## src/rtl/qrs_pkg.sv

```systemverilog
`timescale 1ns / 1ps
`default_nettype none
// ----------------------------------------------------------------------------
// qrs_pkg: shared types and constants for the quadratic root solver
// Widths of the square root and divider chains and the beat structs that
// travel from cell to cell.
// ----------------------------------------------------------------------------
package qrs_pkg;

  localparam int SQRT_STEPS = 32;
  localparam int DIV_STEPS  = 34;
  localparam int RAD_W      = 64;
  localparam int REM_W      = 34;
  localparam int ROOT_W     = 32;
  localparam int DVD_W      = 34;
  localparam int DEN_W      = 16;

  typedef enum logic [1:0] {
    KIND_REAL    = 2'd0,
    KIND_COMPLEX = 2'd1,
    KIND_DEGEN   = 2'd2
  } kind_t;

  typedef struct packed {
    kind_t              kind;
    logic               a_neg;
    logic [DEN_W-1:0]   a_mag;
    logic signed [31:0] nb;
  } sqrt_side_t;

  typedef struct packed {
    logic [RAD_W-1:0]  rad;
    logic [REM_W-1:0]  rem;
    logic [ROOT_W-1:0] root;
  } sqrt_work_t;

  typedef struct packed {
    kind_t            kind;
    logic             neg1;
    logic             neg2;
    logic [DEN_W-1:0] den;
  } div_side_t;

  typedef struct packed {
    logic [DVD_W-1:0] dq1;
    logic [DEN_W-1:0] rem1;
    logic [DVD_W-1:0] dq2;
    logic [DEN_W-1:0] rem2;
  } div_work_t;

endpackage
`default_nettype wire

```

## src/rtl/qrs_front.sv

```systemverilog
`timescale 1ns / 1ps
`default_nettype none
// ----------------------------------------------------------------------------
// qrs_front: coefficient products and discriminant
// Registers b*b and a*c, then forms the discriminant magnitude, the root kind
// and the scaled -b term for the square root chain.
// ----------------------------------------------------------------------------
module qrs_front (
  input  wire logic                clk,
  input  wire logic                rst,
  input  wire logic                in_valid,
  output logic                     in_ready,
  input  wire logic signed [15:0]  coef_a,
  input  wire logic signed [15:0]  coef_b,
  input  wire logic signed [15:0]  coef_c,
  output logic                     out_valid,
  input  wire logic                out_ready,
  output qrs_pkg::sqrt_side_t      out_side,
  output qrs_pkg::sqrt_work_t      out_work
);
  import qrs_pkg::*;

  logic               valid;
  logic signed [31:0] bb;
  logic signed [31:0] ac;
  logic signed [15:0] a;
  logic signed [15:0] b;
  logic signed [33:0] d;
  logic [32:0]        d_mag;
  logic signed [16:0] b_neg;

  assign in_ready  = !valid || out_ready;
  assign out_valid = valid;

  always_ff @(posedge clk) begin
    if (rst) begin
      valid <= 1'b0;
    end else if (in_ready) begin
      valid <= in_valid;
    end
  end

  always_ff @(posedge clk) begin
    if (in_ready && in_valid) begin
      bb <= coef_b * coef_b;
      ac <= coef_a * coef_c;
      a  <= coef_a;
      b  <= coef_b;
    end
  end

  always_comb begin
    d     = {{2{bb[31]}}, bb} - {ac, 2'b00};
    d_mag = d[33] ? 33'(-d) : d[32:0];
    b_neg = -{b[15], b};
    out_side.nb    = {b_neg[16:0], 15'd0};
    out_side.a_neg = a[15];
    out_side.a_mag = a[15] ? DEN_W'(-{a[15], a}) : DEN_W'(a);
    if (a == 16'sd0) begin
      out_side.kind = KIND_DEGEN;
    end else if (d[33]) begin
      out_side.kind = KIND_COMPLEX;
    end else begin
      out_side.kind = KIND_REAL;
    end
    out_work.rad  = {1'b0, d_mag, 30'd0};
    out_work.rem  = '0;
    out_work.root = '0;
  end

endmodule
`default_nettype wire

```

## config.mk

```make
export PLATFORM = sky130hd
export DESIGN_NAME = qrs_front
export DESIGN_NICKNAME = d
export VERILOG_FILES = /design/src/rtl/qrs_pkg.sv /design/src/rtl/qrs_front.sv
export SDC_FILE = /design/constraint.sdc
export NUM_CORES = 2
export LEC_CHECK = 0
export BUFFER_PORTS_ARGS = -buffer_cell sky130_fd_sc_hd__buf_2
export CAP_MARGIN = 10
export CORE_UTILIZATION = 40
export CTS_CLUSTER_DIAMETER = 120
export DETAILED_ROUTE_END_ITERATION = 10
export PLACE_DENSITY = 0.61
export SETUP_SLACK_MARGIN = 0.1
export SYNTH_ARGS = -nofsm -noshare
export SYNTH_HDL_FRONTEND = slang
export SYNTH_SLANG_ARGS = --single-unit
```

## constraint.sdc

```tcl
create_clock -name clk -period 9.4 [get_ports clk]
set_input_delay 0.94 -clock clk [delete_from_list [all_inputs] [get_ports clk]]
set_output_delay 0.94 -clock clk [all_outputs]
set_load 0.05 [all_outputs]
```

==> run metrics <==
Synth cell types 73; Ports 235; Skew-Pair Late Insertion Delay 0.39 ns; clock slew at reported path FFs around 0.080 ns; Maximum Capacitance Violations 0; WP data arrival ~7.7 ns; max incr delay on CP 0.61 ns; Seq/Total Area, Yosys 11.00%; CP max stage cell o31ai_1; Main synth FF type edfxtp_1; vias in the first global route 19010; ANT nets after route 0; DIE WIDTH 256.2 um; Hold Violations, Final 0; Inst Count DP 3690; PortBufs roughly 120; Critical Path RT 9.53 ns; post-CTS setup buffers 0; die extent in y 256.2 um; Area Growth Syn to Fin 4.685%; FILL cells roughly 6300; gr usage total 18.06%; final clock skew 0.01922 ns; clk sink count 95; hold_ws ~0.53 ns; flops & latches, synth 95; maximum level of the CTS H-tree 3; final-stage net count between 3000 and 4000; routability cong. between 0.8 and 0.9; cts hold-fix bufs 0; routed len/inst 15.08 um; Post-synth EDFFs 94; worst path cell trace buf_2, clkinv_1, nor2_1, fa_1, inv_1, fa_1, fa_1, fa_1, inv_1, fa_1, inv_1, fa_1, inv_1, ha_1, a21o_1, a21o_1, a221o_1, o2111ai_1, a21oi_1, o31a_1, o31ai_1, o2111a_1, o21ai_0, xor2_1; # DRC 0; Non-Filler Instances 3706; routed vias/inst 4.857; Final Setup Violations 0; RSZ-0062 raised after global routing no; synthesized instance count 2804; Most common cell on crit path fa_1; final-report max-slew violation count 0; Detailed Route WL 55890 um; cell area after synthesis 25850 um^2; CTS tree done; Period minus WS final 7.540 ns; post-cts gate resize count 0; drt pass-1 iters 5; core area 63430 um^2; CP Class in2reg; CTS Buf Count 9; CP Max Fanout 14; global-route wire length before repair 94870 um; # rows 92; Slew HR a little over a quarter; Clock Path Buffers 2; status complete, no violations; Yosys Warn Count 0; f_max 0.1326 GHz; die area 65650 um^2; total grt overflow 0; Startpoint Class primary input; setup TNS 0 ns; largest net degree at the start of global routing 50; ys async rst share 0%; DR iter-0 viols 926; initial antenna violation count 0; Min-Delay Path Class reg2reg; slew at the pin closest to its max-slew limit 1.098 ns; syn avg cell area between 9 and 10 um^2; initial core utilization 40.76%; diode count 0; share of layout cells above drive strength 1 between 5 and 6%; WHS Path Cells 2; crit path capture type flip-flop; root buffer cell clkbuf_16; Via Count 18000; Final Cycle Share 80.21%; DP HPWL 47110 um; Reg2Reg Depth 3
==> path summary, 6_finish.rpt <==
path,from,endpoint,slack [ns]
setup / recovery,coef_b[3],bb[29],1.86
setup reg to reg,out_valid,bb[22],7.31
hold reg to reg,out_valid,out_valid,0.53
hold / removal,out_valid,out_valid,0.53
==> cell families after synthesis <==
kind of cell	after synthesis	synth area share, %
flops	95	11.00
fa+ha+maj	701	48.39
simple gates	694	13.37
buf+inv	863	14.28
mux	4	0.1549
compound gates	289	7.473
xor+xnor	157	5.319
other cells	1	0.01451
==> stage by stage <==
step / area, um^2 / worst slack (ns) / util (%)
after floorplan: 26270 / 2.140 / -
final: 27060 / 1.860 / 42.67
after global routing: 27060 / 1.465 / 42.67
after CTS: 27060 / 1.871 / 42.67
after detailed placement: 26770 / 1.461 / 42.20
after global placement: 26770 / 1.575 / 42.20
==> cell type report <==
class	count	area, um^2	area share, %
sequential	95	2843	10.50
clock buffer	9	225.2	0.8322
multi-input combinational	1957	19740	72.93
tap	846	1059	3.911
timing repair buffer	123	618.1	2.284
clock inverter	7	70.07	0.2589
inverter	669	2511	9.279
==> cell usage in the layout, fill, tap and decap left out, types with 4 or more instances in the layout <==
master / instances
inv_1: 668
fa_1: 498
nand2_1: 255
ha_1: 203
and2_1: 169
xnor2_1: 122
buf_2: 122
conb_1: 112
nor2_1: 94
edfxtp_1: 94
a21oi_1: 88
o21ai_0: 46
a21o_1: 37
xor2_1: 35
nor3_1: 33
nand3_1: 25
nand2b_1: 21
o21bai_1: 14
nor2b_1: 13
nand4_1: 13
o21a_1: 13
nor3b_1: 12
o31ai_1: 12
a31oi_1: 11
o211ai_1: 11
or3_1: 11
and3_1: 9
nor4_1: 9
clkbuf_16: 9
a31o_2: 7
o311ai_0: 6
or2_2: 6
a211oi_1: 5
nor2_2: 5
mux2i_1: 4
o31a_1: 4
o41ai_1: 4
and4_1: 4
==> per-layer routing <==
layer	up-vias	part of all wire, %	global-route usage [%]
li1	8460	-	-
met1	9086	43	23.19
met2	408	50	31.89
met3	47	4.8	2.629
met4	0	1.8	4.242
met5	-	0	0
==> registers in the layout, indices dropped and copies added, names as in the netlist <==
name and count:
ac 32, a 16, b 15, bb 31
out_valid 1
==> critical path: cells and delay by family <==
family | cells | cell delay [ns]
xor+xnor | 1 | 0.15
buf+inv | 6 | 0.88
compound gates | 9 | 2.34
simple gates | 1 | 0.28
fa+ha+maj | 7 | 3.08
==> Yosys cell counts, drive strengths merged (4+ instances only) <==
cell	n	area (um^2)
or3	11	68.82
mux2i	4	40.04
nand2	255	957.2
a21oi	90	457.9
and2	170	1064
a31oi	11	68.82
buf	122	909.6
nor2	99	384.1
nand2b	21	131.4
o311ai	6	52.55
and3	9	56.30
edfxtp	94	2823
a31o	7	61.31
o21a	13	97.59
inv	668	2507
o31ai	12	90.09
nand3	25	125.1
ha	203	2540
a211oi	6	57.56
fa	498	9970
or2	7	43.80
nor4	10	68.81
nor3	33	165.2
nor2b	13	81.33
nor3b	12	90.09
a21o	37	277.8
o21bai	14	105.1
o211ai	11	82.58
o41ai	4	35.03
nand4	13	81.33
clkbuf	72	270.3
o31a	4	35.03
o21ai	46	230.2
xnor2	122	1069
xor2	35	306.5
and4	4	35.03
Power is left out: the tool's default activity adds up to more than one toggle a clock period on the data nets, which glitch-free logic cannot reach.
