==> src/rtl/qrs_pkg.sv <==
`timescale 1ns / 1ps
`default_nettype none
// ----------------------------------------------------------------------------
// qrs_pkg: shared types and constants for the quadratic root solver
// Widths of the square root and divider chains and the beat structs that
// travel from cell to cell.
// ----------------------------------------------------------------------------
package qrs_pkg;

  localparam int SQRT_STEPS = 32;
  localparam int DIV_STEPS  = 34;
  localparam int RAD_W      = 64;
  localparam int REM_W      = 34;
  localparam int ROOT_W     = 32;
  localparam int DVD_W      = 34;
  localparam int DEN_W      = 16;

  typedef enum logic [1:0] {
    KIND_REAL    = 2'd0,
    KIND_COMPLEX = 2'd1,
    KIND_DEGEN   = 2'd2
  } kind_t;

  typedef struct packed {
    kind_t              kind;
    logic               a_neg;
    logic [DEN_W-1:0]   a_mag;
    logic signed [31:0] nb;
  } sqrt_side_t;

  typedef struct packed {
    logic [RAD_W-1:0]  rad;
    logic [REM_W-1:0]  rem;
    logic [ROOT_W-1:0] root;
  } sqrt_work_t;

  typedef struct packed {
    kind_t            kind;
    logic             neg1;
    logic             neg2;
    logic [DEN_W-1:0] den;
  } div_side_t;

  typedef struct packed {
    logic [DVD_W-1:0] dq1;
    logic [DEN_W-1:0] rem1;
    logic [DVD_W-1:0] dq2;
    logic [DEN_W-1:0] rem2;
  } div_work_t;

endpackage
`default_nettype wire

==> src/rtl/qrs_out.sv <==
`timescale 1ns / 1ps
`default_nettype none
// ----------------------------------------------------------------------------
// qrs_out: sign, clip and result register
// Applies the quotient signs, clips each root part to Q16.16, zeroes the
// degenerate case and holds the result beat for the consumer.
// ----------------------------------------------------------------------------
module qrs_out (
  input  wire logic               clk,
  input  wire logic               rst,
  input  wire logic               in_valid,
  output logic                    in_ready,
  input  wire qrs_pkg::div_side_t in_side,
  input  wire qrs_pkg::div_work_t in_work,
  output logic                    out_valid,
  input  wire logic               out_ready,
  output logic [1:0]              root_kind,
  output logic signed [31:0]      first_real,
  output logic signed [31:0]      first_imag,
  output logic signed [31:0]      second_real,
  output logic signed [31:0]      second_imag,
  output logic                    saturated
);
  import qrs_pkg::*;

  logic               valid;
  logic signed [34:0] v1p;
  logic signed [34:0] v2p;
  logic signed [34:0] v2n;
  logic signed [31:0] c1p;
  logic signed [31:0] c2p;
  logic signed [31:0] c2n;
  logic               s1p;
  logic               s2p;
  logic               s2n;
  logic signed [31:0] r1;
  logic signed [31:0] i1;
  logic signed [31:0] r2;
  logic signed [31:0] i2;
  logic               sat;

  function automatic logic [32:0] clip(input logic signed [34:0] v);
    logic [32:0] res;
    if (v > 35'sd2147483647) begin
      res = {1'b1, 32'h7fff_ffff};
    end else if (v < -35'sd2147483648) begin
      res = {1'b1, 32'h8000_0000};
    end else begin
      res = {1'b0, v[31:0]};
    end
    return res;
  endfunction

  assign in_ready  = !valid || out_ready;
  assign out_valid = valid;

  always_comb begin
    v1p = in_side.neg1 ? -$signed({1'b0, in_work.dq1}) : $signed({1'b0, in_work.dq1});
    v2p = in_side.neg2 ? -$signed({1'b0, in_work.dq2}) : $signed({1'b0, in_work.dq2});
    v2n = -v2p;
    {s1p, c1p} = clip(v1p);
    {s2p, c2p} = clip(v2p);
    {s2n, c2n} = clip(v2n);
    unique case (in_side.kind)
      KIND_REAL: begin
        r1  = c1p;
        r2  = c2p;
        i1  = '0;
        i2  = '0;
        sat = s1p || s2p;
      end
      KIND_COMPLEX: begin
        r1  = c1p;
        r2  = c1p;
        i1  = c2p;
        i2  = c2n;
        sat = s1p || s2p || s2n;
      end
      default: begin
        r1  = '0;
        r2  = '0;
        i1  = '0;
        i2  = '0;
        sat = 1'b0;
      end
    endcase
  end

  always_ff @(posedge clk) begin
    if (rst) begin
      valid <= 1'b0;
    end else if (in_ready) begin
      valid <= in_valid;
    end
  end

  always_ff @(posedge clk) begin
    if (in_ready && in_valid) begin
      root_kind   <= in_side.kind;
      first_real  <= r1;
      first_imag  <= i1;
      second_real <= r2;
      second_imag <= i2;
      saturated   <= sat;
    end
  end

endmodule
`default_nettype wire

==> config.mk <==
export PLATFORM = sky130hd
export DESIGN_NAME = qrs_out
export DESIGN_NICKNAME = d
export VERILOG_FILES = /design/src/rtl/qrs_pkg.sv /design/src/rtl/qrs_out.sv
export SDC_FILE = /design/constraint.sdc
export NUM_CORES = 1
export LEC_CHECK = 0
export BUFFER_PORTS_ARGS = -buffer_cell sky130_fd_sc_hd__buf_4
export CAP_MARGIN = 10
export CORE_MARGIN = 3
export CORE_UTILIZATION = 43
export CTS_BUF_LIST = sky130_fd_sc_hd__clkbuf_8
export CTS_CLUSTER_DIAMETER = 50
export DETAILED_ROUTE_END_ITERATION = 12
export GPL_TIMING_DRIVEN = 0
export PLACE_DENSITY = 0.69
export SKIP_CTS_REPAIR_TIMING = 1
export SKIP_LAST_GASP = 1
export SLEW_MARGIN = 25
export SYNTH_ARGS = -nofsm -noshare
export SYNTH_HDL_FRONTEND = slang
export SYNTH_SLANG_ARGS = --single-unit
==> constraint.sdc <==
create_clock -name clk -period 6 [get_ports clk]
set_input_delay 0.3 -clock clk [delete_from_list [all_inputs] [get_ports clk]]
set_output_delay 0.3 -clock clk [all_outputs]
set_load 0.01 [all_outputs]
==> key figures <==
Pwr
  – Total Power: 2569 µW
  – Peak supply drop: 0.1223 mV
  – PD cells: 236.3 nW/µm²
  – Leak: 0.004014 µW

Floorplan
  – Die W: 147.1 µm
  – Die boundary height: 147.1 µm
  – Row count: 50
  – Core Area: 19,140 µm²
  – IO Pins: 257
  – Initial Util: 44.75%
  – Die ar.: 21,650 µm²

Detailed routing
  – Vias per inst: 5.775
  – Wirelength per Cell: 20.85 µm
  – Via count: 7,998
  – First-pass DRT Iterations: 5
  – DRT Wirelength: 28.88 mm
  – Starting DRT DRC Count: 919
  – ANT nets after route: 0
  – Drt drc: 0

Clock network
  – Worst-path clk slew: 0.07 ns
  – TritonCTS Sinks: 132
  – Root buffer cell: clkbuf_8
  – Num CTS Buffers: 17
  – Htree depth: 4
  – Latest clock arrival within the worst-skew pair: 0.45 ns
  – Clock buffer depth: 2
  – CTS tree: yes

Logic synthesis
  – Top cell type's share of synthesized area: 45.92%
  – Mapped Cells: 895
  – Post-synthesis instance area: 8566 µm²
  – Top cell type by total area after synthesis: edfxtp_1
  – Distinct cells, synth: 71
  – Total number of yosys warnings: 0
  – Ys flop type: edfxtp_1
  – Sequential area share after synthesis: 46.16%
  – Async set or reset register ratio after synthesis: 0%
  – Syn_nets: 1,024
  – Synth Register Bits: 132
  – Synth Area per Inst: 9.571 µm²
  – Synth area leaders: edfxtp_1, xnor2_1, nor2_1, xor2_1, nand2_1
  – Post-synth EDFFs: 131

STA
  – Final setup fails: 0
  – Tmin final: 5.304 ns
  – Total negative slack: 0 ns
  – Worst-margin pin slew: 0.9675 ns
  – Clock Skew: 0.009191 ns
  – Slew HR: 34.68%
  – Hold Vio Cnt, Final: 0
  – RSZ-0062 raised after global routing: false
  – Tcrit/Tclk final: 88.39%
  – Fmax: 188.5 MHz
  – Pins Over Slew Limit: 0
  – Worst setup margin: 0.6963 ns

GRT
  – First-pass GRT wire length: 43.71 mm
  – GRT overflow: 0
  – Total track usage: 26.11%
  – Vias in the first global route: 7,406
  – Largest net degree at the start of global routing: 55
  – Antenna violations before repair: 0

Finish
  – Area of the multi-input gates: 4295 µm²
  – Share of layout cells above drive strength 1: 24.00%
  – Final Non-Filler Cells: 1,385
  – Number of fill cells: 1,762
  – Reg area: 3954 µm²
  – Final instance area: 10,870 µm²
  – Nets: 1,241
  – Area Growth Syn to Fin: 26.94%
  – Ant diodes: 0

Critical path
  – Critical path type: input port to flop
  – Worst path arrival time: 5.44 ns
  – Worst-path fanout max: 10
  – Critical Path End Type: flop
  – CP Data Required Time: 6.14 ns
  – Startpoint types: input port

Placed design
  – PortBufs: 195
  – Detailed placement HPWL: 22.69 mm
  – GP Congestion: 0.9613
  – Place WS: 0.1188 ns
  – Placed cell areas: 10,410 µm²
  – DP Cell Count: 1,352

Job
  – Max Cap Violations: 0

Hold path
  – Hold Path Class: input port to flop

Outcome
  – Status: complete, no violations
## cells by family (layout without fill, tap and decap cells)
group | after synthesis | count (layout) | share of synthesized area [%]
compound gates | 214 | 214 | 16.77
xor+xnor | 100 | 100 | 10.22
fa+ha+maj | 5 | 5 | 0.7304
buf+inv | 77 | 307 | 3.929
flops | 132 | 132 | 46.16
mux | 3 | 3 | 0.3798
simple gates | 364 | 364 | 21.81
## path summary, 6_finish.rpt
path | to | slack, ns | start | cells past startpoint
worst max register to register | first_imag[16]$_SDFFCE_PN0P_ | 4.45 | out_valid$_SDFFE_PP0N_ | 3
worst min register to register | out_valid$_SDFFE_PP0N_ | 0.54 | out_valid$_SDFFE_PP0N_ | 2
worst max-delay path | second_imag[7]$_SDFFCE_PN0P_ | 0.70 | in_work[16] | 15
worst min-delay path | root_kind[0]$_DFFE_PP_ | 0.07 | in_side[18] | 1
## through the flow
stage | hold slack [ns] | utilization [%]
2_1_floorplan | 0.3691 | -
5_1_grt | 0.04687 | 56.80
6_report | 0.07483 | 56.80
4_1_cts | -0.03400 | 56.68
3_5_place_dp | 0.4580 | 54.38
3_3_place_gp | 0.4554 | 54.09
## layout by cell type (no fill, tap or decap), types with 5 or more instances in the layout
master / synthesis / final
a211oi_1: 31 / 31
a21oi_1: 46 / 46
and2_1: 27 / 26
and3_1: 5 / 5
buf_1: 5 / 5
buf_4: 1 / 196
buf_6: 5 / 5
clkbuf_1: 51 / 51
clkbuf_8: 0 / 17
edfxtp_1: 131 / 131
ha_1: 5 / 5
inv_1: 10 / 10
nand2_1: 72 / 72
nand2b_1: 8 / 8
nand3_1: 22 / 22
nand4_1: 13 / 13
nor2_1: 101 / 101
nor2b_1: 9 / 9
nor3_1: 23 / 23
nor4_1: 23 / 21
o21ai_0: 53 / 53
o21ai_2: 11 / 11
o31ai_1: 16 / 16
o41ai_1: 18 / 18
or2_2: 8 / 8
or3_1: 14 / 14
or4_1: 19 / 19
xnor2_1: 63 / 63
xor2_1: 37 / 37
## sequential cells by signal, indices dropped and copies added, names as in the netlist
name	cells
second_real	32
root_kind	2
second_imag	32
out_valid	1
first_imag	32
saturated	1
first_real	32
## Yosys cell counts, types with 3 or more instances
| master | instances |
|---|---|
| nor2b_1 | 9 |
| nand3_1 | 22 |
| a31oi_1 | 4 |
| inv_1 | 10 |
| nor4_1 | 23 |
| nand4_1 | 13 |
| and3_1 | 5 |
| a21oi_1 | 46 |
| nand4b_1 | 3 |
| ha_1 | 5 |
| buf_1 | 5 |
| a211oi_1 | 31 |
| o21ai_0 | 53 |
| xor2_1 | 37 |
| buf_2 | 4 |
| edfxtp_1 | 131 |
| nand2_1 | 72 |
| nor3_1 | 23 |
| or2_2 | 8 |
| o41ai_1 | 18 |
| nor2_1 | 101 |
| and2_1 | 27 |
| nand3b_1 | 3 |
| o21ai_2 | 11 |
| or4_1 | 19 |
| nor3b_1 | 3 |
| a211o_1 | 3 |
| or3_1 | 14 |
| buf_6 | 5 |
| nand2b_1 | 8 |
| o31ai_1 | 16 |
| clkbuf_1 | 51 |
| xnor2_1 | 63 |
## worst max-delay path, cell delays in order
cell and delay (ns):
buf_4 0.15, inv_1 0.20, ha_1 0.29, or3b_1 0.43, clkbuf_1 0.29, a211oi_1 0.80
nor4bb_1 0.53, nand3b_1 0.46, nor4_2 0.68, o211ai_1 0.19, nand3_1 0.12, o311ai_1 0.15
nand2_1 0.18, clkbuf_1 0.37, o21ai_0 0.27
## area by class of cell
type | count | area share [%]
buffer | 67 | 2.750
clock buffer | 17 | 2.152
clock inverter | 15 | 1.899
inverter | 10 | 0.3452
multi-input combinational | 686 | 39.51
sequential | 132 | 36.36
tap | 260 | 2.992
timing repair buffer | 198 | 13.99
## report_power, final
part | internal (µW) | switching, µW
clock network | 456 | 380
registers | 1100 | 25.9
logic | 234 | 373
## routing by layer
metal  vias to the layer above  global-route usage, %  part of all wire [%]
met5                         -                      0                     0
met4                         0                  7.875                   2.1
met3                        43                  4.102                   8.3
met2                       395                  39.42                    45
met1                      3794                  38.80                    45
li1                       3766                      -                     -
(Power assumes the default switching activity.)
