<file path="src/rtl/qrs_pkg.sv">
`timescale 1ns / 1ps
`default_nettype none
// ----------------------------------------------------------------------------
// qrs_pkg: shared types and constants for the quadratic root solver
// Widths of the square root and divider chains and the beat structs that
// travel from cell to cell.
// ----------------------------------------------------------------------------
package qrs_pkg;

  localparam int SQRT_STEPS = 32;
  localparam int DIV_STEPS  = 34;
  localparam int RAD_W      = 64;
  localparam int REM_W      = 34;
  localparam int ROOT_W     = 32;
  localparam int DVD_W      = 34;
  localparam int DEN_W      = 16;

  typedef enum logic [1:0] {
    KIND_REAL    = 2'd0,
    KIND_COMPLEX = 2'd1,
    KIND_DEGEN   = 2'd2
  } kind_t;

  typedef struct packed {
    kind_t              kind;
    logic               a_neg;
    logic [DEN_W-1:0]   a_mag;
    logic signed [31:0] nb;
  } sqrt_side_t;

  typedef struct packed {
    logic [RAD_W-1:0]  rad;
    logic [REM_W-1:0]  rem;
    logic [ROOT_W-1:0] root;
  } sqrt_work_t;

  typedef struct packed {
    kind_t            kind;
    logic             neg1;
    logic             neg2;
    logic [DEN_W-1:0] den;
  } div_side_t;

  typedef struct packed {
    logic [DVD_W-1:0] dq1;
    logic [DEN_W-1:0] rem1;
    logic [DVD_W-1:0] dq2;
    logic [DEN_W-1:0] rem2;
  } div_work_t;

endpackage
`default_nettype wire

</file>
<file path="src/rtl/qrs_div_cell.sv">
`timescale 1ns / 1ps
`default_nettype none
// ----------------------------------------------------------------------------
// qrs_div_cell: one quotient bit for both divider lanes
// Restoring step: shift in the next dividend bit, subtract the divisor when
// it fits and shift the quotient bit into the low end.
// ----------------------------------------------------------------------------
module qrs_div_cell (
  input  wire logic               clk,
  input  wire logic               rst,
  input  wire logic               in_valid,
  output logic                    in_ready,
  input  wire qrs_pkg::div_side_t in_side,
  input  wire qrs_pkg::div_work_t in_work,
  output logic                    out_valid,
  input  wire logic               out_ready,
  output qrs_pkg::div_side_t      out_side,
  output qrs_pkg::div_work_t      out_work
);
  import qrs_pkg::*;

  logic             valid;
  div_work_t        work_next;
  logic [DEN_W:0]   sh1;
  logic [DEN_W:0]   sh2;
  logic [DEN_W:0]   den_x;
  logic             ge1;
  logic             ge2;

  assign in_ready  = !valid || out_ready;
  assign out_valid = valid;

  always_comb begin
    den_x = {1'b0, in_side.den};
    sh1   = {in_work.rem1, in_work.dq1[DVD_W-1]};
    sh2   = {in_work.rem2, in_work.dq2[DVD_W-1]};
    ge1   = sh1 >= den_x;
    ge2   = sh2 >= den_x;
    work_next.rem1 = ge1 ? DEN_W'(sh1 - den_x) : DEN_W'(sh1);
    work_next.rem2 = ge2 ? DEN_W'(sh2 - den_x) : DEN_W'(sh2);
    work_next.dq1  = {in_work.dq1[DVD_W-2:0], ge1};
    work_next.dq2  = {in_work.dq2[DVD_W-2:0], ge2};
  end

  always_ff @(posedge clk) begin
    if (rst) begin
      valid <= 1'b0;
    end else if (in_ready) begin
      valid <= in_valid;
    end
  end

  always_ff @(posedge clk) begin
    if (in_ready && in_valid) begin
      out_side <= in_side;
      out_work <= work_next;
    end
  end

endmodule
`default_nettype wire

</file>
<file path="config.mk">
export PLATFORM = sky130hd
export DESIGN_NAME = qrs_div_cell
export DESIGN_NICKNAME = d
export VERILOG_FILES = /design/src/rtl/qrs_pkg.sv /design/src/rtl/qrs_div_cell.sv
export SDC_FILE = /design/constraint.sdc
export NUM_CORES = 1
export LEC_CHECK = 0
export BUFFER_PORTS_ARGS = -buffer_cell sky130_fd_sc_hd__buf_4
export CAP_MARGIN = 20
export CORE_ASPECT_RATIO = 0.8
export CORE_UTILIZATION = 40
export CTS_CLUSTER_DIAMETER = 150
export CTS_CLUSTER_SIZE = 40
export DETAILED_ROUTE_END_ITERATION = 6
export PLACE_DENSITY = 0.69
export SLEW_MARGIN = 10
export SYNTH_ARGS = -nofsm -noshare
export SYNTH_HDL_FRONTEND = slang
export SYNTH_SLANG_ARGS = --single-unit
</file>
<file path="constraint.sdc">
create_clock -name clk -period 6.8 [get_ports clk]
set_input_delay 1.36 -clock clk [delete_from_list [all_inputs] [get_ports clk]]
set_output_delay 1.36 -clock clk [all_outputs]
set_load 0.05 [all_outputs]
</file>
==> metrics.md, run 1 <==
| Metric | Value |
|---|---|
| Status | finished, final reports clean |
| Initial core utilization | 41.0% |
| Hold-fix buffers at CTS | 0 |
| F_max | 0.265 GHz |
| Clock share of power | 38.0% |
| Worst-path maximum fanout | 17 |
| Seq cells post-synth | 121 |
| Min-delay worst type | flop to flop |
| Placed wire-length estimate | 13000 µm |
| CP required | 6.96 ns |
| Io pins | 246 |
| Critical Path, Cell by Cell | buf_4 -> inv_1 -> ha_1 -> nand4_1 -> nor3_1 -> o21ai_2 -> a31oi_2 -> or2_1 -> mux2_2 |
| Total routed wirelength | 16800 µm |
| Most common flop cell mapped by yosys | edfxtp_1 |
| Clock sinks | 121 |
| GPL Wtd Cong | 0.896 |
| Async set-reset flop share out of synthesis | 0% |
| Synth area leaders | edfxtp_1 62%, ha_1 6.9%, mux2_2 3.5% |
| Core Util, Final | 59.3% |
| CTS Buf Count | 17 |
| Post-Place Worst Slack | 2.62 ns |
| Post-synth EDFFs | 120 |
| Most frequent cell after synthesis | edfxtp_1 |
| Cell area power density | 287 mW/mm² |
| Diode count | 0 |
| Sw Pwr | 0.000728 W |
| Core Box Area | 0.0142 mm² |
| Worst path slowest cell | or2_1 |
| Share of cells above drive strength 1 | 44.4% |
| Syn nets | 588 |
| Final net count | 845 |
| VDD IR max | 241 µV |
| Unrepaired setup endpoints after global routing | false |
| Relative slew slack | 44.6% |
| Clock slew at reported path FFs | 0.06 ns |
| Yosys cell types | 60 |
| TritonRoute pass-1 iters | 4 |
| Root Driver | clkbuf_16 |
| Final count of negative-setup-slack endpoints | 0 |
| Post-route DRC | 0 |
| Leading cell types by count after synthesis | 120 x edfxtp_1, 32 x ha_1, 30 x a21oi_1 |
| PortBufs | 245 |
| Synthesized area | 0.00584 mm² |
| Comb pwr share | 24.4% |
| Max-slew violations | 0 |
| First-pass GRT wire length | 24300 µm |
| Initial antenna violation count | 0 |
| Post-CTS Setup Bufs | 0 |
| Final setup margin | 3.02 ns |
| Seq/Total Area, Yosys | 62.1% |
| Power Internal | 0.00170 W |
| Share of the synthesized area in the top cell type | 61.7% |
| Kind of critical path | input port to flop |
| Least-Margin Pin Slew | 0.831 ns |
| Die Width | 137 µm |
| Largest net degree at the start of global routing | 62 |
| Period utilization | 55.6% |
| Via count | 4504 |
| Sw Ratio | 30.0% |
| Iter 0 DRT Violations | 205 |
| Via density | 5.10 |
| Crit path DAT | 3.94 ns |
| Number of max-cap violations | 0 |
| WL per Instance | 19.0 µm |
| CP startpoint kind | input port |
| Worst Skew | 0.0103 ns |
| Sequential power share | 37.6% |
| DRT antenna net count | 0 |
| CTS tree | done |
| Num rows | 39 |
| Setup_tns | 0 ns |
| Resized Gates After CTS | 0 |
| Endpoints failing hold | 0 |
| Area leader, netlist | edfxtp_1 |
| Largest stage delay on the critical path | 0.70 ns |
| Vias in the first global route | 4416 |
| Post-Synthesis Cells | 430 |
| Synth Area per Inst | 13.6 µm² |
| Synth warn | 0 |
| Synthesis-to-layout area growth | 44.7% |
| Setup crit end kind | flop |
| DIE AREA | 0.0151 mm² |
| H-tree levels | 4 |
| Clk_lat worst skew | 0.42 ns |
| GR Util All Layers | 22.1% |
| Clock Tree Buf Depth | 2 |
| Lkg Pwr | 3.63 nW |
| WHS | 0.565 ns |
| Final min period | 3.78 ns |
| Die span in y | 110 µm |
| Grt ovf | 0 |
-- path summary, 6_finish.rpt --
check | start | end | slack, ns | depth (start not counted)
setup / recovery | in_side[7] | out_work[53]$_DFFE_PP_ | 3.02 | 9
hold / removal | out_valid$_SDFFE_PP0N_ | out_valid$_SDFFE_PP0N_ | 0.56 | 2
setup reg to reg | out_valid$_SDFFE_PP0N_ | out_work[85]$_DFFE_PP_ | 4.46 | 3
hold reg to reg | out_valid$_SDFFE_PP0N_ | out_valid$_SDFFE_PP0N_ | 0.56 | 2
-- flip-flops by register name, summed over array words and instances, names as in the netlist --
| name | cells |
|---|---|
| out_work | 100 |
| out_valid | 1 |
| out_side | 20 |
-- metal layers --
layer	vias to the layer above	share of wire, %	global-route usage [%]
met5	-	0	0
met4	0	1.3	5.42
met3	16	8.9	7.54
met2	182	49	37.5
met1	2141	41	27.0
li1	2165	-	-
-- final cells by class --
type / instances / area, µm²
fill: 1162 / 5800
clock buffer: 21 / 450
multi-input combinational: 271 / 2040
inverter: 30 / 114
tap: 184 / 230
timing repair buffer: 246 / 1850
clock inverter: 11 / 149
sequential: 121 / 3620
-- power by group through the flow --
stage,Clock (W),Sequential [W],Combinational (W)
floorplan,0,0.00113,0.000199
global placement,0,0.000927,0.000585
detailed placement,0,0.000929,0.000590
CTS,0.000931,0.000914,0.000593
global route,0.000964,0.000918,0.000630
finish,0.000922,0.000914,0.000591
-- through the flow --
step / instances / total power, W / instance area, µm²
final: 884 / 0.00243 / 8450
after floorplan: 430 / 0.00132 / 5840
after global routing: 884 / 0.00251 / 8450
after detailed placement: 852 / 0.00152 / 7850
after CTS: 884 / 0.00244 / 8450
after global placement: 852 / 0.00151 / 7850
-- placed cells by master, fill, tap and decap left out, types with 3 or more instances in the layout --
cell type / netlist / routed
buf_4: 0 / 246
or2_2: 4 / 4
edfxtp_1: 120 / 120
inv_1: 29 / 29
mux2i_1: 3 / 3
clkinvlp_4: 0 / 3
nand4_1: 5 / 5
clkbuf_16: 0 / 17
o211ai_1: 4 / 4
nand2_1: 18 / 18
nor2b_1: 6 / 6
nor3_1: 13 / 13
a211oi_1: 3 / 3
a31oi_1: 5 / 5
or3_1: 3 / 3
nor2_1: 21 / 21
clkinv_2: 1 / 3
mux2_2: 18 / 18
mux2_4: 4 / 4
a21o_1: 9 / 9
o21ai_0: 16 / 16
o21a_1: 7 / 7
a21oi_1: 30 / 30
xnor2_1: 13 / 13
bufinv_16: 0 / 3
clkbuf_1: 1 / 3
nand3_1: 9 / 9
ha_1: 32 / 32
xor2_1: 6 / 6
-- critical path: cells and delay by family --
kind | cells | cell delay, ns
multiplexers | 1 | 0.42
AO/OA/AOI/OAI | 2 | 0.45
AND/OR/NAND/NOR | 3 | 1.12
buffers and inverters | 2 | 0.16
adder cells (fa/ha/maj) | 1 | 0.42
-- logic make-up (layout without fill, tap and decap cells) --
family / after synthesis / count (layout) / share of synthesized area, %
buffers and inverters: 38 / 308 / 3.09
AOI/OAI and AO/OA: 96 / 96 / 10.8
adders and majority gates: 34 / 34 / 7.54
muxes: 26 / 26 / 5.21
xor gates and xnor gates: 19 / 19 / 2.85
DFF: 121 / 121 / 62.1
and+or+nand+nor: 96 / 96 / 8.47
(Power assumes the default switching activity.)
==> run 2: changes to the inputs <==
--- a/config.mk
+++ b/config.mk
@@ -5,6 +5,7 @@
 export SDC_FILE = /design/constraint.sdc
 export NUM_CORES = 1
 export LEC_CHECK = 0
+export ABC_AREA = 1
 export BUFFER_PORTS_ARGS = -buffer_cell sky130_fd_sc_hd__buf_4
 export CAP_MARGIN = 20
 export CORE_ASPECT_RATIO = 0.8
@@ -12,7 +13,7 @@
 export CTS_CLUSTER_DIAMETER = 150
 export CTS_CLUSTER_SIZE = 40
 export DETAILED_ROUTE_END_ITERATION = 6
-export PLACE_DENSITY = 0.69
+export PLACE_DENSITY = 0.67
 export SLEW_MARGIN = 10
 export SYNTH_ARGS = -nofsm -noshare
 export SYNTH_HDL_FRONTEND = slang
==> constraint.sdc (replaced) <==
create_clock -name clk -period 3.8 [get_ports clk]
set_input_delay 0.76 -clock clk [delete_from_list [all_inputs] [get_ports clk]]
set_output_delay 0.76 -clock clk [all_outputs]
set_load 0.05 [all_outputs]
==> run 2 against run 1 <==
Compared with the run above:
- non-clock buffer count grew 1
- wire length grew 6.1%
- power grew 74%
- synthesized area grew 9.9%
- die area grew 9.8%
- combinational power grew 83%
- worst hold slack lost 0.074 ns
- first-iteration DRC count grew 43%
- critical path type unchanged
==> metrics.md, run 2 <==
| Metric | Value |
|---|---|
| PortBufs | 245 |
| Iter 0 DRT Violations | 293 |
| Comb pwr share | 25.6% |
| Clock Tree Buf Depth | 2 |
| Adder-Cell Fraction of Synth Area | 6.86% |
| VDD IR max | 291 µV |
| Proportion of synthesized area in mux cells | 0% |
| Synth Area per Inst | 9.51 µm² |
| Sequential power share | 38.5% |
| WL per Instance | 15.3 µm |
| Synth area leaders | edfxtp_1 56%, nand2_1 13%, ha_1 6.2% |
| Lkg Pwr | 4.52 nW |
| Min-delay worst type | input port to flop |
| Unrepaired setup endpoints after global routing | false |
| Initial antenna violation count | 0 |
| Synth Area in Compound Gates | 2.18% |
| Post-CTS Setup Bufs | 0 |
| Num rows | 41 |
| Clock sinks | 121 |
| Most frequent cell after synthesis | nand2_1 |
| Max reg flops | 100 |
| CTS tree | done |
| Placed wire-length estimate | 14100 µm |
| F_max | 0.419 GHz |
| Resized Gates After CTS | 0 |
| Grt ovf | 0 |
| Relative slew slack | 46.3% |
| Final net count | 1093 |
| Post-route DRC | 0 |
| GPL Wtd Cong | 0.864 |
| Status | finished, final reports clean |
| Post-route design area | 0.00905 mm² |
| Kind of critical path | input port to flop |
| CP required | 3.97 ns |
| Leading cell types by count after synthesis | 226 x nand2_1, 120 x edfxtp_1, 106 x inv_1 |
| Final min period | 2.38 ns |
| Setup_tns | 0 ns |
| Most common flop cell mapped by yosys | edfxtp_1 |
| DIE AREA | 0.0166 mm² |
| TritonRoute pass-1 iters | 4 |
| Clock slew at reported path FFs | 0.06 ns |
| Largest family of logic cells by synthesized area | simple AND/OR/NAND/NOR gates |
| Filler Cell Count | 1418 |
| Yosys cell types | 25 |
| Via count | 5346 |
| Period utilization | 62.7% |
| Synth Area in Simple Gates | 25.1% |
| Die span in y | 115 µm |
| Crit path DAT | 2.55 ns |
| Core Box Area | 0.0157 mm² |
| Syn nets | 833 |
| Final count of negative-setup-slack endpoints | 0 |
| Synth warn | 0 |
| Sw Ratio | 32.5% |
| Root Driver | clkbuf_16 |
| H-tree levels | 4 |
| Sw Pwr | 0.00137 W |
| Most frequent cells in the layout | 247 x buf_4, 226 x nand2_1, 120 x edfxtp_1 |
| Max-slew violations | 0 |
| Seq cells post-synth | 121 |
| Post-synth EDFFs | 120 |
| Area leader, netlist | edfxtp_1 |
| Seq/Total Area, Yosys | 56.5% |
| CP startpoint kind | input port |
| Total routed wirelength | 17800 µm |
| Number of max-cap violations | 0 |
| Hold-fix buffers at CTS | 0 |
| Worst-path maximum fanout | 17 |
| Endpoints failing hold | 0 |
| Async set-reset flop share out of synthesis | 0% |
| Worst Skew | 0.0104 ns |
| Power Internal | 0.00285 W |
| Post-Synthesis Cells | 675 |
| Vias in the first global route | 4988 |
| Synthesis-to-layout area growth | 40.9% |
| CTS Buf Count | 17 |
| Clock share of power | 35.9% |
| Setup crit end kind | flop |
| Largest net degree at the start of global routing | 66 |
| Post-synthesis xor/xnor area fraction | 1.64% |
| First-pass GRT wire length | 26700 µm |
| Diode count | 0 |
| Die Width | 144 µm |
| Biggest register | out_work |
| Least-Margin Pin Slew | 0.806 ns |
| Clk_lat worst skew | 0.42 ns |
| DRT antenna net count | 0 |
| Synthesized area | 0.00642 mm² |
| Io pins | 246 |
| Most common cell after layout, fill and taps aside | buf_4 |
| GR Util All Layers | 21.9% |
| Initial core utilization | 40.8% |
| Via density | 4.60 |
| Share of cells above drive strength 1 | 34.6% |
| Cell area power density | 467 mW/mm² |
| Share of the synthesized area in the top cell type | 56.1% |
| Placed Area | 0.00849 mm² |
[run 2: area by class of cell]
type	instances	area [µm²]	area share, %
clock buffers	19	433	4.79
multi-input cells	431	2310	25.5
clock inverters	13	120	1.33
inverters	117	439	4.85
well taps	215	269	2.97
flip-flops and latches	121	3620	40.1
repair buffers	247	1850	20.5
[run 2: cells by family after synthesis]
logic type	Yosys count
and+or+nand+nor	359
buffers and inverters	123
DFF	121
adders and majority gates	34
AOI/OAI and AO/OA	26
xor gates and xnor gates	12
[run 2: critical path, stage by stage]
cell      delay [ns]
buf_4           0.10
inv_1           0.07
ha_1            0.40
nand2_2         0.11
inv_2           0.06
nand2_1         0.06
nor2_1          0.04
nand3b_1        0.09
nand2_2         0.07
nor2_4          0.35
nand2_4         0.26
nand2_1         0.13
nand2_1         0.06
[run 2: stage by stage]
| step | instances | setup WS [ns] | power, W | utilization, % | hold WS (ns) |
|---|---|---|---|---|---|
| floorplan | 675 | 0.524 | 0.00238 | - | 0.829 |
| global placement | 1131 | 1.04 | 0.00273 | 53.9 | 0.527 |
| detailed placement | 1131 | 1.01 | 0.00274 | 53.9 | 0.535 |
| CTS | 1163 | 1.46 | 0.00426 | 57.4 | 0.480 |
| global route | 1163 | 1.21 | 0.00440 | 57.4 | 0.495 |
| finish | 1163 | 1.42 | 0.00422 | 57.4 | 0.491 |
[run 2: final timing paths]
path | startpoint | endpoint | slack, ns | cells past startpoint
max | in_side[2] | out_work[13]$_DFFE_PP_ | 1.42 | 13
min | rst | out_valid$_SDFFE_PP0N_ | 0.49 | 2
max reg2reg | out_valid$_SDFFE_PP0N_ | out_work[84]$_DFFE_PP_ | 2.25 | 2
min reg2reg | out_valid$_SDFFE_PP0N_ | out_valid$_SDFFE_PP0N_ | 0.54 | 2
[run 2: routing by layer]
| layer | up-vias | GRT usage [%] | routed length [µm] |
|---|---|---|---|
| met5 | - | 0 | 0 |
| met4 | 0 | 5.96 | 190 |
| met3 | 19 | 6.29 | 1420 |
| met2 | 189 | 36.8 | 8520 |
| met1 | 2424 | 27.7 | 7670 |
| li1 | 2714 | - | - |
[run 2: power by group through the flow]
stage	combinational, W	clock (W)	sequential (W)
final	0.00108	0.00152	0.00162
after global routing	0.00117	0.00159	0.00164
after CTS	0.00109	0.00154	0.00163
after detailed placement	0.00108	0	0.00165
after global placement	0.00108	0	0.00165
after floorplan	0.000389	0	0.00199
