===== src/rtl/qrs_pkg.sv =====
`timescale 1ns / 1ps
`default_nettype none
// ----------------------------------------------------------------------------
// qrs_pkg: shared types and constants for the quadratic root solver
// Widths of the square root and divider chains and the beat structs that
// travel from cell to cell.
// ----------------------------------------------------------------------------
package qrs_pkg;

  localparam int SQRT_STEPS = 32;
  localparam int DIV_STEPS  = 34;
  localparam int RAD_W      = 64;
  localparam int REM_W      = 34;
  localparam int ROOT_W     = 32;
  localparam int DVD_W      = 34;
  localparam int DEN_W      = 16;

  typedef enum logic [1:0] {
    KIND_REAL    = 2'd0,
    KIND_COMPLEX = 2'd1,
    KIND_DEGEN   = 2'd2
  } kind_t;

  typedef struct packed {
    kind_t              kind;
    logic               a_neg;
    logic [DEN_W-1:0]   a_mag;
    logic signed [31:0] nb;
  } sqrt_side_t;

  typedef struct packed {
    logic [RAD_W-1:0]  rad;
    logic [REM_W-1:0]  rem;
    logic [ROOT_W-1:0] root;
  } sqrt_work_t;

  typedef struct packed {
    kind_t            kind;
    logic             neg1;
    logic             neg2;
    logic [DEN_W-1:0] den;
  } div_side_t;

  typedef struct packed {
    logic [DVD_W-1:0] dq1;
    logic [DEN_W-1:0] rem1;
    logic [DVD_W-1:0] dq2;
    logic [DEN_W-1:0] rem2;
  } div_work_t;

endpackage
`default_nettype wire


===== src/rtl/qrs_sqrt_cell.sv =====
`timescale 1ns / 1ps
`default_nettype none
// ----------------------------------------------------------------------------
// qrs_sqrt_cell: one digit of the integer square root
// Brings down two radicand bits, tries the next root bit and hands the
// partial remainder and root to the next cell.
// ----------------------------------------------------------------------------
module qrs_sqrt_cell (
  input  wire logic                clk,
  input  wire logic                rst,
  input  wire logic                in_valid,
  output logic                     in_ready,
  input  wire qrs_pkg::sqrt_side_t in_side,
  input  wire qrs_pkg::sqrt_work_t in_work,
  output logic                     out_valid,
  input  wire logic                out_ready,
  output qrs_pkg::sqrt_side_t      out_side,
  output qrs_pkg::sqrt_work_t      out_work
);
  import qrs_pkg::*;

  logic       valid;
  sqrt_work_t work_next;
  logic [REM_W+1:0] cur;
  logic [REM_W+1:0] trial;
  logic             ge;

  assign in_ready  = !valid || out_ready;
  assign out_valid = valid;

  always_comb begin
    cur   = {in_work.rem, in_work.rad[RAD_W-1 -: 2]};
    trial = (REM_W+2)'({in_work.root, 2'b01});
    ge    = cur >= trial;
    work_next.rad  = {in_work.rad[RAD_W-3:0], 2'b00};
    work_next.rem  = ge ? REM_W'(cur - trial) : REM_W'(cur);
    work_next.root = {in_work.root[ROOT_W-2:0], ge};
  end

  always_ff @(posedge clk) begin
    if (rst) begin
      valid <= 1'b0;
    end else if (in_ready) begin
      valid <= in_valid;
    end
  end

  always_ff @(posedge clk) begin
    if (in_ready && in_valid) begin
      out_side <= in_side;
      out_work <= work_next;
    end
  end

endmodule
`default_nettype wire


===== config.mk =====
export PLATFORM = sky130hd
export DESIGN_NAME = qrs_sqrt_cell
export DESIGN_NICKNAME = d
export VERILOG_FILES = /design/src/rtl/qrs_pkg.sv /design/src/rtl/qrs_sqrt_cell.sv
export SDC_FILE = /design/constraint.sdc
export NUM_CORES = 1
export LEC_CHECK = 0
export BUFFER_PORTS_ARGS = -buffer_cell sky130_fd_sc_hd__buf_2
export CAP_MARGIN = 5
export CORE_MARGIN = 1
export CORE_UTILIZATION = 25
export CTS_CLUSTER_SIZE = 28
export DETAILED_ROUTE_END_ITERATION = 8
export GPL_TIMING_DRIVEN = 0
export SLEW_MARGIN = 30
export SYNTH_ARGS = -nofsm -noshare
export SYNTH_HDL_FRONTEND = slang
export SYNTH_SLANG_ARGS = --single-unit

===== constraint.sdc =====
create_clock -name clk -period 7.3 [get_ports clk]
set_clock_uncertainty 0.2 [all_clocks]
set_input_delay 0.73 -clock clk [delete_from_list [all_inputs] [get_ports clk]]
set_output_delay 0.73 -clock clk [all_outputs]
set_load 0.01 [all_outputs]

==> results of run 1 <==
worst max path at each step:
| stage | start | to | depth (start not counted) |
|---|---|---|---|
| after global placement | out_ready | out_work[120]$_DFFE_PP_ | 3 |
| after global routing | in_work[13] | out_work[47]$_DFFE_PP_ | 14 |
| final | in_work[7] | out_work[56]$_DFFE_PP_ | 12 |
| after floorplan | out_ready | out_side[0]$_DFFE_PP_ | 2 |
| after CTS | in_work[7] | out_work[56]$_DFFE_PP_ | 12 |
| after detailed placement | in_work[7] | out_work[56]$_DFFE_PP_ | 12 |
per-stage QoR:
step | cell area [um2] | TNS [ns] | std cells | setup WS, ns | total power, W
floorplan | 7790 | 0 | 564 | 1.50 | 0.00151
global placement | 10100 | -70.22 | 1325 | -0.417 | 0.00171
detailed placement | 10200 | 0 | 1329 | 3.45 | 0.00171
CTS | 10800 | 0 | 1361 | 3.93 | 0.00263
global route | 10800 | 0 | 1361 | 3.64 | 0.00271
finish | 10800 | 0 | 1362 | 3.90 | 0.00260
power breakdown:
| group | switching (W) | internal [W] | total [W] |
|---|---|---|---|
| logic | 0.000254 | 0.000177 | 0.000431 |
| clock network | 0.000435 | 0.000480 | 0.000916 |
| registers | 0.0000171 | 0.00123 | 0.00125 |
registers in the layout, indices dropped and copies added (netlist names):
register   flops
out_side      51
out_work     128
out_valid      1
placed cells by master (no fill, tap or decap), types with 2 or more instances in the layout:
master      count
buf_12          3
o41ai_2         2
a21boi_0        4
nand2_1        41
inv_8           2
o31ai_1         3
xor2_1         15
a21o_1         22
buf_6           3
or2_1           2
nand3_1         4
buf_2         371
clkinvlp_4      3
and2_1          5
ha_1           34
nor3_1          9
nor2_1         33
clkbuf_16      17
inv_6           3
nand4_1         8
edfxtp_1      179
inv_1          42
conb_1          2
a21oi_1        47
o21ai_0        31
clkbuf_1        7
and3_1          6
xnor2_1        13
o31a_1          2
a31oi_1         6
clkinv_4        3
nand2b_1        6
o211ai_1        5
buf_4           2
cell families (layout without fill, tap and decap cells):
| logic type | count (synthesis) | after routing | synth area share |
|---|---|---|---|
| multiplexers | 1 | 1 | 0.00128 |
| AO/OA/AOI/OAI | 138 | 138 | 0.114 |
| AND/OR/NAND/NOR | 120 | 120 | 0.0716 |
| XOR/XNOR | 28 | 28 | 0.0315 |
| flip-flops | 180 | 180 | 0.692 |
| other | 1 | 3 | 0.000481 |
| adder cells (fa/ha/maj) | 34 | 34 | 0.0546 |
| buffers and inverters | 61 | 462 | 0.0344 |
layout make-up:
| class | instances | area [um2] |
|---|---|---|
| Clock inverter | 14 | 148 |
| Clock buffer | 18 | 429 |
| Tap cell | 396 | 495 |
| Timing Repair Buffer | 369 | 1910 |
| Multi-Input combinational cell | 323 | 2130 |
| Inverter | 43 | 161 |
| Antenna cell | 1 | 2.50 |
| Buffer | 18 | 106 |
| Fill cell | 3092 | 19800 |
| Sequential cell | 180 | 5400 |
per-layer routing:
metal	up-vias	GRT usage	share of wire
met1	2849	0.169	0.38
met4	6	0.0505	0.014
met2	230	0.280	0.52
met5	-	0	0.0018
met3	21	0.0490	0.082
li1	2877	-	-
==> run_results.csv, run 1 <==
group,metric,value,unit
drt,wirelength,25.4,mm
clock_tree,postCtsSetupBuffers,0,
yosys,synth_warnings,0,
floorplan,rows,64,
yosys,synth_ff_type,"edfxtp_1",
clock_tree,cts_sinks,180,
clock_tree,htreeDepth,4,
critical_path,critical-path-max-stage-delay,0.43,ns
floorplan,fp.dieH,179,um
clock_tree,cts_resized,0,
clock_tree,clockRootBuffer,"clkbuf_16",
sta,whs,0.226,ns
global_routing,antenna_found_initial,4,
critical_path,cp_num_buf_inv,4,
sta,post-route-period-util,0.465,
critical_path,cp_max_fo,10,
drt,drtIter0Drc,281,
placed_design,gp_congestion,0.791,
floorplan,start_util,0.255,
floorplan,dieWidth,179,um
worst_hold_path,hold_end,"out_valid$_SDFFE_PP0N_",
global_routing,track_usage,0.154,
yosys,synth_edf_count,179,
drt,drt_first_pass_iters,4,
floorplan,dieArea,31900,um2
sta,worst_pin_slew,0.655,ns
floorplan,core_area,30600,um2
sta,rsz0062_at_grt,"no",
pwr,peakVddDrop,0.133,mV
critical_path,path_cells,"buf_2 -> inv_1 -> ha_1 -> a21o_1 -> o41ai_1 -> o211ai_1 -> a211oi_1 -> o21a_2 -> inv_2 -> clkbuf_1 -> nor2_1 -> a21oi_1",
sta,hold_viol_final,0,
yosys,synth-seq-area-share,0.692,
critical_path,required,7.29,ns
clock_tree,clk_latency,0.45,ns
critical_path,setup.worst_path.class,"in -> reg",
clock_tree,holdBufCountCts,0,
drt,drc_errors,0,
critical_path,crit_arrival,3.39,ns
yosys,yosys-top-cells-area,"edfxtp_1 69%, ha_1 5.5%, a21oi_1 3.0%",
layout,drive_gt1_frac,0.435,
sta,relSlewSlack,0.559,
sta,slew_viol_final,0,
job,drv_cap,0,
yosys,synth_top_area_cell,"edfxtp_1",
run_status,status,"completed",
drt,drt-vias-per-instance,4.39,
sta,setup_viol,0,
pwr,power.density,241,nW/um2
yosys,synthArstFlopShare,0,
critical_path,crit_slowest_cell,"o41ai_1",
layout,final_nets,1171,
critical_path,r2r-end,"out_work[120]$_DFFE_PP_",
drt,avgRoutedWirePerCell,18.6,um
global_routing,grt_first_pass_wirelength,35.3,mm
critical_path,reg2reg_depth,5,
clock_tree,cts_buffer_depth,2,
global_routing,grt_pass1_vias,5901,
clock_tree,cts_tree,"done",
placed_design,numPortBuffers,365,
critical_path,cp-start-kind,"input pin",
critical_path,r2r_slack,5.17,ns
critical_path,reg2reg_from,"out_valid$_SDFFE_PP0N_",
yosys,synthDistinctLibCells,53,
critical_path,critical-path-top-delay-family,"compound AO/OA/AOI/OAI gates",
global_routing,grt_max_degree,46,
worst_hold_path,min_path_type,"in -> reg",
placed_design,post-dp-hpwl,19.9,mm
floorplan,ioPinCount,368,
yosys,synth_top_area_share,0.690,
drt,ant_nets,0,
yosys,synthTopCellsByCount,"179 x edfxtp_1, 47 x a21oi_1, 42 x inv_1, 41 x nand2_1, 34 x ha_1",
layout,synthToLayoutAreaGrowth,38.4,%
yosys,synth-seq-cells,180,
worst_hold_path,hold_start,"rst",
clock_tree,clkTransAtPathRegs,0.07,ns
clock_tree,numCtsBuffers,17,
yosys,syn_area_per_cell,13.8,um2
layout,post-route-util,0.353,
pwr,leakagePower,4.74,nW
sta,layout_min_cycle_time,3.40,ns
yosys,syn_inst,563,
yosys,synth_area,7790,um2
worst_hold_path,whs_path_depth,2,
drt,vias,5983,
critical_path,end_kind,"flip-flop",
global_routing,grt_overflow,0,
sta,timing.fmax,294,MHz
yosys,synth.most_common_cell,"edfxtp_1",
Note: power is estimated with default switching activity, not from simulation.
==> inputs of run 2 (changes only) <==
==> constraint.sdc (replaced) <==
create_clock -name clk -period 3.4 [get_ports clk]
set_clock_uncertainty 0.2 [all_clocks]
set_input_delay 0.34 -clock clk [delete_from_list [all_inputs] [get_ports clk]]
set_output_delay 0.34 -clock clk [all_outputs]
set_load 0.01 [all_outputs]
==> run 2 against run 1 <==
Against the previous run: design area rose by 16%; die area unchanged; sequential share of layout area is 6.9 points lower; register-to-register slack worse by 3.8 ns.
==> run_results.csv, run 2 (synthesis gave the netlist of run 1 again) <==
group,metric,value,unit
pwr,peakVddDrop,0.277,mV
pwr,power.density,471,nW/um2
floorplan,ioPinCount,368,
drt,drt-vias-per-instance,4.32,
drt,drc_errors,0,
global_routing,track_usage,0.162,
placed_design,numPortBuffers,365,
floorplan,start_util,0.255,
worst_hold_path,min_path_type,"in -> reg",
worst_hold_path,hold_start,"in_work[56]",
global_routing,antenna_found_initial,3,
critical_path,cp_max_fo,6,
placed_design,dp.cells,1329,
floorplan,dieWidth,179,um
global_routing,grt_overflow,0,
sta,timing.fmax,310,MHz
floorplan,core_area,30600,um2
sta,rsz0062_at_grt,"no",
placed_design,gp_congestion,0.817,
sta,setup_tns,0,ns
floorplan,dieArea,31900,um2
sta,post-route-period-util,0.950,
job,drv_cap,0,
global_routing,grt_pass1_vias,6585,
critical_path,crit_arrival,3.21,ns
critical_path,r2r-end,"out_work[61]$_DFFE_PP_",
layout,drive_gt1_frac,0.381,
sta,hold_viol_final,0,
critical_path,required,3.38,ns
critical_path,cp-start-kind,"input pin",
critical_path,r2r_slack,1.41,ns
drt,ant_nets,0,
drt,wirelength,26.3,mm
drt,avgRoutedWirePerCell,17.2,um
layout,largest_reg_flops,128,
pwr,leakagePower,5.48,nW
clock_tree,cts_tree,"done",
drt,drt_first_pass_iters,5,
critical_path,end_kind,"flip-flop",
worst_hold_path,whs_path_depth,3,
sta,setup_viol,0,
drt,drtIter0Drc,436,
sta,slew_viol_final,0,
global_routing,grt_first_pass_wirelength,37.3,mm
floorplan,fp.dieH,179,um
layout,final_nets,1335,
global_routing,grt_max_degree,51,
sta,setup_ws,0.170,ns
placed_design,post-place-ws,-0.0416,ns
floorplan,rows,64,
worst_hold_path,hold_end,"out_work[58]$_DFFE_PP_",
run_status,status,"completed",
critical_path,reg2reg_from,"out_valid$_SDFFE_PP0N_",
layout,fill_cells,2940,
clock_tree,clkTransAtPathRegs,0.07,ns
drt,vias,6587,
clock_tree,numCtsBuffers,17,
sta,layout_min_cycle_time,3.23,ns
layout,top_register,"out_work",
clock_tree,clockRootBuffer,"clkbuf_16",
clock_tree,htreeDepth,4,
sta,whs,0.0294,ns
layout,final_cell_mix,"370 x buf_2, 179 x edfxtp_1, 159 x dlygate4sd3_1",
critical_path,setup.worst_path.class,"in -> reg",
clock_tree,cts_sinks,180,
layout,synthToLayoutAreaGrowth,60.5,%
critical_path,reg2reg_depth,4,
clock_tree,clk_latency,0.44,ns
layout,fin_cells,1526,
clock_tree,cts_buffer_depth,2,
pwr,power,0.00589,W
layout,layout_commonest_cell,"buf_2",
placed_design,post-dp-hpwl,19.4,mm
run 2: cell types whose count changed in the layout (fill, tap and decap cells not counted), sizes merged:
cell / before / now
inv: 48 / 50
bufinv: 1 / 3
dlygate4sd3: 0 / 159
clkinvlp: 3 / 1
buf: 380 / 384
clkinv: 5 / 4
run 2: critical path: stages:
cell	delay, ns
dlygate4sd3_1	0.52
buf_2	0.12
inv_1	0.04
ha_1	0.39
and3_1	0.27
and2_1	0.20
a221oi_2	0.09
o211ai_1	0.32
nand4_1	0.23
a21boi_2	0.32
mux2i_1	0.23
a31oi_1	0.13
run 2: what timing repair did:
| action | in CTS | in global routing |
|---|---|---|
| endpoints found under the hold margin | 158 | 0 |
| hold buffers | 159 | 0 |
| endpoints found under the setup margin | 0 | 35 |
| resized for setup | 0 | 11 |
| buffers inserted | 0 | 5 |
run 2: metal layers:
layer  global-route usage  vias to the layer above  share of wire  wire length [um]
met5                    0                        -         0.0010                27
met4               0.0473                        4          0.015               404
met3               0.0452                       21          0.075              1970
met2                0.295                      272           0.52             13700
met1                0.181                     3085           0.39             10200
li1                     -                     3205              -                 -
run 2: worst max-delay path by stage:
stage                start                     end  slack (ns)  depth (start not counted)
2_1_floorplan    out_ready   out_side[0]$_DFFE_PP_       0.005                          2
3_5_place_dp    in_work[7]  out_work[47]$_DFFE_PP_       -0.04                         12
6_report        in_work[8]  out_work[59]$_DFFE_PP_        0.17                         12
3_3_place_gp     out_ready  out_work[28]$_DFFE_PP_       -1.03                          3
5_1_grt         in_work[3]  out_work[52]$_DFFE_PP_       0.001                         12
4_1_cts        in_work[18]  out_work[47]$_DFFE_PP_       0.007                         15
run 2: report_power, final:
| group | total [W] | internal [W] | switching, W |
|---|---|---|---|
| Sequential | 0.00268 | 0.00264 | 0.0000361 |
| Clock | 0.00211 | 0.00118 | 0.000933 |
| Combinational | 0.00110 | 0.000515 | 0.000585 |
| Total | 0.00589 | 0.00434 | 0.00155 |
run 2: metrics by stage:
stage	utilization	instance area, um2
finish	0.409	12500
CTS	0.406	12400
detailed placement	0.334	10200
global route	0.409	12500
global placement	0.331	10100
floorplan	-	7800
run 2: final cells by class:
type                    instances  area [um2]  share of cell area
clock buffers                  17         425              0.0340
multi-input cells             323        2170               0.173
plain buffers                  18         113             0.00900
well taps                     396         495              0.0396
inverters                      43         161              0.0129
repair buffers                533        3550               0.284
clock inverters                15         195              0.0156
diodes                          1        2.50            0.000200
flip-flops and latches        180        5400               0.431
==> inputs of run 3 (changes only) <==
--- a/config.mk
+++ b/config.mk
@@ -7,11 +7,13 @@
 export LEC_CHECK = 0
 export BUFFER_PORTS_ARGS = -buffer_cell sky130_fd_sc_hd__buf_2
 export CAP_MARGIN = 5
+export CORE_ASPECT_RATIO = 0.9
 export CORE_MARGIN = 1
 export CORE_UTILIZATION = 25
 export CTS_CLUSTER_SIZE = 28
 export DETAILED_ROUTE_END_ITERATION = 8
 export GPL_TIMING_DRIVEN = 0
+export REMOVE_ABC_BUFFERS = 1
 export SLEW_MARGIN = 30
 export SYNTH_ARGS = -nofsm -noshare
 export SYNTH_HDL_FRONTEND = slang
==> run 3 against run 2 <==
Against the previous run: count of clock-buffer cells in the layout grew 1; first-iteration DRC count shrank 15%; via count fell by 1.7%; critical endpoint is now out_work[65]$_DFFE_PP_; largest cell class unchanged; highest routed layer unchanged.
==> run_results.csv, run 3 (synthesis gave the netlist of run 1 again) <==
group,metric,value,unit
job,drv_cap,0,
clock_tree,numCtsBuffers,17,
critical_path,cp_max_fo,10,
sta,relSlewSlack,0.557,
layout,final_nets,1312,
sta,layout_min_cycle_time,3.14,ns
critical_path,r2r-end,"out_work[26]$_DFFE_PP_",
floorplan,dieArea,31900,um2
drt,drtIter0Drc,372,
layout,top_register,"out_work",
critical_path,reg2reg_depth,3,
global_routing,track_usage,0.158,
floorplan,ioPinCount,368,
global_routing,grt_first_pass_wirelength,37.7,mm
layout,post-route-util,0.408,
placed_design,gp_congestion,0.769,
global_routing,grt_max_degree,54,
critical_path,reg2reg_from,"out_valid$_SDFFE_PP0N_",
placed_design,dpl_cell_area,10100,um2
pwr,power,0.00583,W
drt,drt-vias-per-instance,4.29,
pwr,leakagePower,5.37,nW
critical_path,required,3.41,ns
drt,wirelength,25.9,mm
global_routing,grt_overflow,0,
layout,layout_commonest_cell,"buf_2",
sta,setup_viol,0,
worst_hold_path,whs_path_depth,3,
drt,avgRoutedWirePerCell,17.1,um
sta,hold_viol_final,0,
sta,timing.fmax,318,MHz
floorplan,core_area,30300,um2
clock_tree,cts_buffer_depth,2,
critical_path,setup.worst_path.class,"in -> reg",
global_routing,grt_pass1_vias,6449,
floorplan,rows,60,
layout,synthToLayoutAreaGrowth,58.3,%
worst_hold_path,hold_start,"in_work[34]",
layout,final_cell_mix,"365 x buf_2, 179 x edfxtp_1, 157 x dlygate4sd3_1",
critical_path,cp-start-kind,"input pin",
floorplan,start_util,0.258,
critical_path,crit_arrival,3.15,ns
worst_hold_path,min_path_type,"in -> reg",
pwr,peakVddDrop,0.321,mV
critical_path,startpoint,"in_work[22]",
layout,drive_gt1_frac,0.373,
layout,fill_cells,2921,
floorplan,dieWidth,188,um
drt,ant_nets,0,
sta,slew_viol_final,0,
clock_tree,htreeDepth,4,
critical_path,end_kind,"flip-flop",
clock_tree,clkTransAtPathRegs,0.08,ns
drt,vias,6475,
placed_design,post-dp-hpwl,18.5,mm
layout,finalInstanceArea,12300,um2
sta,worst_pin_slew,0.657,ns
clock_tree,clk_latency,0.43,ns
clock_tree,cts_tree,"done",
clock_tree,clockRootBuffer,"clkbuf_16",
clock_tree,cts_sinks,180,
critical_path,r2r_slack,1.54,ns
run_status,status,"completed",
sta,rsz0062_at_grt,"no",
floorplan,fp.dieH,169,um
global_routing,antenna_found_initial,3,
pwr,power.density,473,nW/um2
worst_hold_path,hold_end,"out_work[36]$_DFFE_PP_",
drt,drc_errors,0,
drt,drt_first_pass_iters,5,
sta,post-route-period-util,0.924,
placed_design,numPortBuffers,365,
layout,largest_reg_flops,128,
run 3: cell count changes in the layout (fill, tap and decap cells not counted), sizes merged:
cell / change
buf: -14
clkbuf: -7
bufinv: -2
dlygate4sd3: -2
clkinv: +1
diode: +1
o21a: +1
run 3: stage by stage:
step / worst slack (ns) / instances / hold WS [ns] / TNS (ns)
floorplan: -2.01 / 546 / 0.209 / -359.45
global placement: -3.89 / 1314 / 0.295 / -708.16
detailed placement: -0.771 / 1317 / 0.305 / -16.46
CTS: 0.0322 / 1506 / 0.00673 / 0
global route: 0.0545 / 1510 / 0.0244 / 0
finish: 0.259 / 1511 / 0.0339 / 0
run 3: worst max-delay path, stage by stage:
cell	delay (ns)
dlygate4sd3_1	0.52
buf_2	0.12
inv_1	0.05
ha_1	0.46
nand4_1	0.22
nor3_1	0.26
a311o_1	0.22
a211oi_2	0.07
o21a_4	0.30
buf_4	0.16
o41ai_2	0.43
run 3: power by group:
part           switching, W  internal [W]  total [W]
clock network       0.00102       0.00107    0.00208
logic              0.000569      0.000494    0.00106
registers         0.0000369       0.00264    0.00268
total               0.00162       0.00420    0.00583
run 3: cell type report:
class | instances | area (um2) | area share
antenna | 2 | 5.00 | 0.000406
timing repair buffer | 527 | 3500 | 0.283
sequential | 180 | 5400 | 0.437
clock buffer | 18 | 429 | 0.0348
clock inverter | 14 | 185 | 0.0150
tap | 403 | 504 | 0.0409
multi-input combinational | 324 | 2150 | 0.175
inverter | 43 | 164 | 0.0133
run 3: per-layer routing:
| layer | vias up | share of wire | GRT usage |
|---|---|---|---|
| met5 | - | 0.00050 | 0 |
| met4 | 2 | 0.0081 | 0.0361 |
| met3 | 15 | 0.064 | 0.0424 |
| met2 | 234 | 0.51 | 0.280 |
| met1 | 3064 | 0.41 | 0.190 |
| li1 | 3160 | - | - |
run 3: how the worst max path moves through the flow:
stage / slack [ns] / to
floorplan: -2.01 / out_side[0]$_DFFE_PP_
global placement: -3.89 / out_work[61]$_DFFE_PP_
detailed placement: -0.77 / out_work[60]$_DFFE_PP_
CTS: 0.03 / out_work[60]$_DFFE_PP_
global route: 0.05 / out_work[61]$_DFFE_PP_
finish: 0.26 / out_work[65]$_DFFE_PP_
run 3: timing repair:
| item | in CTS | in global routing |
|---|---|---|
| hold buffers | 157 | 0 |
| gates cloned | 0 | 1 |
| pin swaps | 0 | 1 |
| endpoints found under the setup margin | 20 | 19 |
| resized for setup | 2 | 1 |
| endpoints found under the hold margin | 156 | 0 |
| buffers inserted | 0 | 2 |
